`config.mk`:
```
export PLATFORM = sky130hd
export DESIGN_NAME = bcq_mul_unit
export DESIGN_NICKNAME = d
export VERILOG_FILES = /design/src/rtl/bcq_pkg.sv /design/src/rtl/bcq_mul_unit.sv
export SDC_FILE = /design/constraint.sdc
export NUM_CORES = 2
export LEC_CHECK = 0
export BUFFER_PORTS_ARGS = -buffer_cell sky130_fd_sc_hd__buf_2
export CORE_ASPECT_RATIO = 0.9
export CORE_MARGIN = 4
export CORE_UTILIZATION = 25
export DETAILED_ROUTE_END_ITERATION = 16
export PLACE_DENSITY = 0.47
export SYNTH_ARGS = -nofsm -noshare
export SYNTH_HDL_FRONTEND = slang
export SYNTH_SLANG_ARGS = --single-unit
```
`constraint.sdc`:
```
create_clock -name clk -period 31.6 [get_ports clk]
set_input_delay 9.48 -clock clk [delete_from_list [all_inputs] [get_ports clk]]
set_output_delay 9.48 -clock clk [all_outputs]
set_load 0.02 [all_outputs]
```
`src/rtl/bcq_pkg.sv`:
```
package bcq_pkg;

	// Datapath widths: doubled coordinates, clip terms and products.
	localparam int COORD_W = 24;
	localparam int SIZE_W  = 16;
	localparam int CFG_W   = 7;
	localparam int CW      = 28;
	localparam int PW      = 2 * CW;

	// Operation codes.
	localparam logic [1:0] OP_WRITE   = 2'd0;
	localparam logic [1:0] OP_CIRCLE  = 2'd1;
	localparam logic [1:0] OP_SEGMENT = 2'd2;

	// Configuration register indexes.
	localparam logic REG_COLLIDER = 1'b0;
	localparam logic REG_WALL     = 1'b1;

	// One command.
	typedef struct packed {
		logic [1:0]                opcode;
		logic [5:0]                entry_index;
		logic signed [COORD_W-1:0] a_x;
		logic signed [COORD_W-1:0] a_z;
		logic signed [COORD_W-1:0] b_x;
		logic signed [COORD_W-1:0] b_z;
		logic [SIZE_W-1:0]         radius;
		logic [SIZE_W-1:0]         size_w;
		logic [SIZE_W-1:0]         size_d;
		logic                      box_active;
	} cmd_t;

	// One result.
	typedef struct packed {
		logic       hit;
		logic [1:0] op_done;
	} result_t;

	// One table entry.
	typedef struct packed {
		logic                      en;
		logic signed [COORD_W-1:0] cx;
		logic signed [COORD_W-1:0] cz;
		logic [SIZE_W-1:0]         w;
		logic [SIZE_W-1:0]         d;
	} box_t;

	// Accumulator control of the shared multiplier.
	typedef struct packed {
		logic acc_load;
		logic acc_add;
	} mul_ctrl_t;

	// Sequencer states.
	typedef enum logic [3:0] {
		ST_CLEAR,
		ST_IDLE,
		ST_FETCH,
		ST_BOX,
		ST_C0,
		ST_C1,
		ST_C2,
		ST_C3,
		ST_S0,
		ST_S1,
		ST_S2,
		ST_S3,
		ST_S4,
		ST_DONE
	} state_t;

endpackage

```
`src/rtl/bcq_mul_unit.sv`:
```
module bcq_mul_unit (
	input  logic                            clk,
	input  logic signed [bcq_pkg::CW-1:0]   a,
	input  logic signed [bcq_pkg::CW-1:0]   b,
	input  bcq_pkg::mul_ctrl_t              ctrl,
	output logic signed [bcq_pkg::PW-1:0]   mul_q,
	output logic signed [bcq_pkg::PW-1:0]   acc_q
);

	// Registered signed product.
	always_ff @(posedge clk) begin
		mul_q <= a * b;
	end

	// Accumulator holds the previous product or a running sum of products.
	always_ff @(posedge clk) begin
		if (ctrl.acc_load) begin
			acc_q <= mul_q;
		end else if (ctrl.acc_add) begin
			acc_q <= acc_q + mul_q;
		end
	end

endmodule

```
After elaboration in Yosys (flattened, before gate mapping). Index checks and enable logic that the tools add are counted.

Register bits: 112. Input bits: 59. Output and inout bits: 112. Word-level logic and storage cells: 7.

Add/subtract/negate cells: 1. Multiply operators: 1. Multiplexer cells: 2. Reductions and logical operators: 1.

Operators by type and width (number): 56-bit two-way mux (2); 56-bit adder (1); 28-bit by 28-bit multiplier with 56-bit output (1); 2-bit nonzero test (1).

Logic depth before layout (Yosys ltp).
Word-level depth: 3. Mapped depth: 29. Mapped depth without buffers: 27.

Least setup slack after synthesis. No wires, ideal clock.

Path kind: input to register. From: input port a[27] (netlist bit). To: register mul_q[49] (netlist bit). Library setup time: 0.125 ns. Arrival: 16.529 ns. Required time: 31.475 ns. Slack: 14.947 ns. Cell stages on the path: 27. Path buffers: 2. Cells stage by stage: clkbuf_1 -> clkbuf_1 -> nand2_1 -> inv_1 -> fa_1 -> inv_1 -> fa_1 -> inv_1 -> fa_1 -> fa_1 -> inv_1 -> fa_1 -> inv_1 -> fa_1 -> inv_1 -> fa_1 -> inv_1 -> ha_1 -> ha_1 -> and3_1 -> nand2_1 -> nor2_1 -> a211oi_1 -> a21boi_0 -> o311ai_0 -> a31oi_1 -> xor2_1.

Word-level cells in the longest chain between the ends: 1.

RTL lines: start, declared (line bcq_mul_unit.sv:3) `input logic signed [bcq_pkg::CW-1:0] a,`; 28-bit by 28-bit multiplier with 56-bit output (line bcq_mul_unit.sv:12) `mul_q <= a * b;`; end signal, assigned (line bcq_mul_unit.sv:12); end, declared (line bcq_mul_unit.sv:6) `output logic signed [bcq_pkg::PW-1:0] mul_q,`.

Every way passes these cells. A chain may end at the register's enable or synchronous reset.

Worst setup path in the final report.
From: input port a[27] (netlist bit). To: register mul_q[55] (netlist bit).

The elaborated chain is that of the path after synthesis.

==> flow_metrics.py <==
metrics = {
    "clock_network": {
        "cts_sinks": 112,
        "h-tree-depth": 3,
        "post_cts_buffers": 0,
        "path_clk_slew_ns": 0.08,
        "ctsHoldBuffers": 0,
        "clock_latency_ns": 0.39,
        "clock_path_buffers": 2,
        "ctsResizeCount": 0,
        "cts-root-buf": "clkbuf_16",
        "cts_buffers": 9,
        "cts_tree": "built",
    },
    "sta": {
        "fin_crit_ns": 17.25,
        "setup_viol": 0,
        "worstMarginPinSlew_ns": 0.9039,
        "slew_headroom": 0.3968,
        "tns_ns": 0,
        "rsz0062_at_grt": "false",
        "fmax_mhz": 57.99,
        "skew_ns": 0.01885,
        "finalCritPeriodShare": 0.5457,
        "hold_violations": 0,
        "final_max_slew_viol_count": 0,
    },
    "final_layout": {
        "fill_cells": 14897,
        "postLayoutCellArea_mm2": 0.03767,
        "drive_gt1_frac": 0.06027,
        "areaGrowthSynthToFinish_pct": 8.307,
        "register_area_mm2": 0.002803,
        "layout_common_cells": "824 x fa_1, 790 x inv_1, 466 x nand2_1",
        "nNetsFinal": 4851,
        "final_common_cell": "fa_1",
        "multiInputGateArea_mm2": 0.02829,
        "finalNonFillerCells": 5570,
    },
    "synthesis": {
        "ys_seq_elements": 112,
        "synthCells": 3720,
        "synth_top_area_cell": "fa_1",
        "ys_warn_count": 0,
        "syn_nets": 4843,
        "netlist_area_mm2": 0.03478,
        "netlist.area_leader.share": 0.4743,
        "ys.flop_type": "edfxtp_1",
        "synthArstFlopShare": 0,
        "avgSynthCellArea_um2": 9.349,
        "netlist_top_cells_area": "fa_1 47%, ha_1 8.6%, inv_1 8.5%",
        "yosysSeqAreaShare": 0.08059,
        "synth_enable_flop_cells": 56,
        "synth_cell_types": 74,
    },
    "min_path": {
        "hp-start": "mul_q[55]$_DFF_P_",
        "hold_class": "flop to flop",
    },
    "die": {
        "io_pins": 171,
        "design.core.area_mm2": 0.1378,
        "die_width_um": 401.2,
        "dieArea_mm2": 0.1452,
        "rows": 129,
        "die_h_um": 361.8,
        "start_util": 0.2523,
    },
    "worst_setup_path": {
        "setup.worst_path.start_class": "primary input",
        "end_kind": "flop",
        "cp-startpoint": "a[27]",
        "critPathKind": "primary input to flop",
        "r2r-start": "mul_q[0]$_DFF_P_",
        "critical_path.max_fanout": 28,
        "cp.required_ns": 31.89,
        "crit_arrival_ns": 17.54,
    },
    "routing": {
        "drt-initial-drc-count": 984,
        "drt-wirelength-per-cell_um": 18.22,
        "vias": 24617,
        "drc": 0,
        "vias_per_cell": 4.420,
        "antenna_left": 0,
        "wirelength_mm": 101.5,
        "dr.pass1.iters": 7,
    },
    "placement": {
        "place_area_mm2": 0.03733,
        "hpwlAfterDp_mm": 82.25,
        "placed_cells": 5551,
        "io_buffers": 170,
        "gp_congestion": 0.8048,
    },
    "status": {
        "status": "completed",
    },
    "global_route": {
        "grt_pass1_vias": 26583,
        "antenna_found_initial": 9,
        "grt_pass1_wl_mm": 159.0,
        "overflow": 0,
        "grt_start_max_net_pins": 76,
        "gr-usage-all-layers": 0.1411,
    },
    "run": {
        "drv_cap": 0,
    },
}
-- state kept, by name, summed over array words and instances, names as in the netlist --
signal and cells:
acc_q 56, mul_q 56
-- layer usage --
| layer | vias up | GRT usage | routed length, µm |
|---|---|---|---|
| li1 | 11163 | - | - |
| met4 | 0 | 0.03310 | 2713 |
| met2 | 372 | 0.2625 | 54330 |
| met5 | - | 0 | 0 |
| met3 | 97 | 0.01278 | 2453 |
| met1 | 12985 | 0.1761 | 41960 |
-- cell families (layout without fill, tap and decap cells) --
kind of cell,count (synthesis),count (layout),share of synthesized area
simple gates,1072,1072,0.1532
fa+ha+maj,1064,1064,0.5607
buf+inv,980,993,0.1060
compound gates,382,382,0.07145
flops,112,112,0.08059
xor+xnor,103,103,0.02594
mux,7,7,0.002159
other cells,0,3,0
-- cells in the mapped netlist, drive strengths merged, types with 3 or more instances --
library cell,number
and3,15
nor3b,3
o211ai,7
fa,824
a211oi,13
nand2,467
a21oi,98
xor2,37
clkbuf,182
buf,8
nor3,11
o31ai,10
xnor2,66
nand3b,4
a211o,6
o21bai,16
nor2b,10
a21o,68
mux2,4
o21ai,100
nand2b,17
inv,790
o21a,12
and2,414
or3,7
o311ai,3
nand4,11
nor2,82
nand3,22
a21boi,4
mux2i,3
o41ai,3
edfxtp,56
a221o,3
a2111oi,6
dfxtp,56
a31oi,9
ha,240
-- worst max-delay path: stages --
cell and delay, ns:
buf_2 0.40, nand2_1 0.22, inv_1 0.13, fa_1 0.39
inv_1 0.24, fa_1 0.46, inv_1 0.22, fa_1 0.51
fa_1 0.82, inv_1 0.40, fa_1 0.59, inv_1 0.05
fa_1 0.52, inv_1 0.05, fa_1 0.47, inv_1 0.04
ha_1 0.26, ha_1 0.37, and3_1 0.25, nand2_1 0.07
nor2_1 0.04, a211oi_1 0.30, a21boi_0 0.20, nor3_1 0.58
o31ai_1 0.22, a211oi_1 0.24
-- path summary, 6_finish.rpt --
path                              end  slack (ns)  depth (start not counted)
setup / recovery    mul_q[55]$_DFF_P_       14.36                         26
setup reg to reg  acc_q[48]$_DFFE_PP_       27.33                         13
hold reg to reg   acc_q[55]$_DFFE_PP_        0.60                          1
hold / removal    acc_q[55]$_DFFE_PP_        0.60                          1
-- stage by stage --
stage          hold slack (ns)  setup slack, ns    util
2_1_floorplan           0.6245            14.95       -
3_3_place_gp            0.5786            14.10  0.2708
3_5_place_dp            0.5652            13.98  0.2708
4_1_cts                 0.5997            14.35  0.2732
5_1_grt                 0.6450            13.78  0.2732
6_report                0.5989            14.36  0.2733
-- cell type report --
cell class | count | share of cell area
Antenna cell | 3 | 0.0001993
Clock inverter | 5 | 0.001395
Sequential cell | 112 | 0.07441
Timing Repair Buffer | 187 | 0.02604
Multi-Input combinational cell | 2628 | 0.7510
Clock buffer | 11 | 0.007308
Inverter | 790 | 0.07872
Tap cell | 1834 | 0.06092
Power is not shown: default switching activity piles up to over one toggle a cycle in this logic, so the estimate is an artifact.
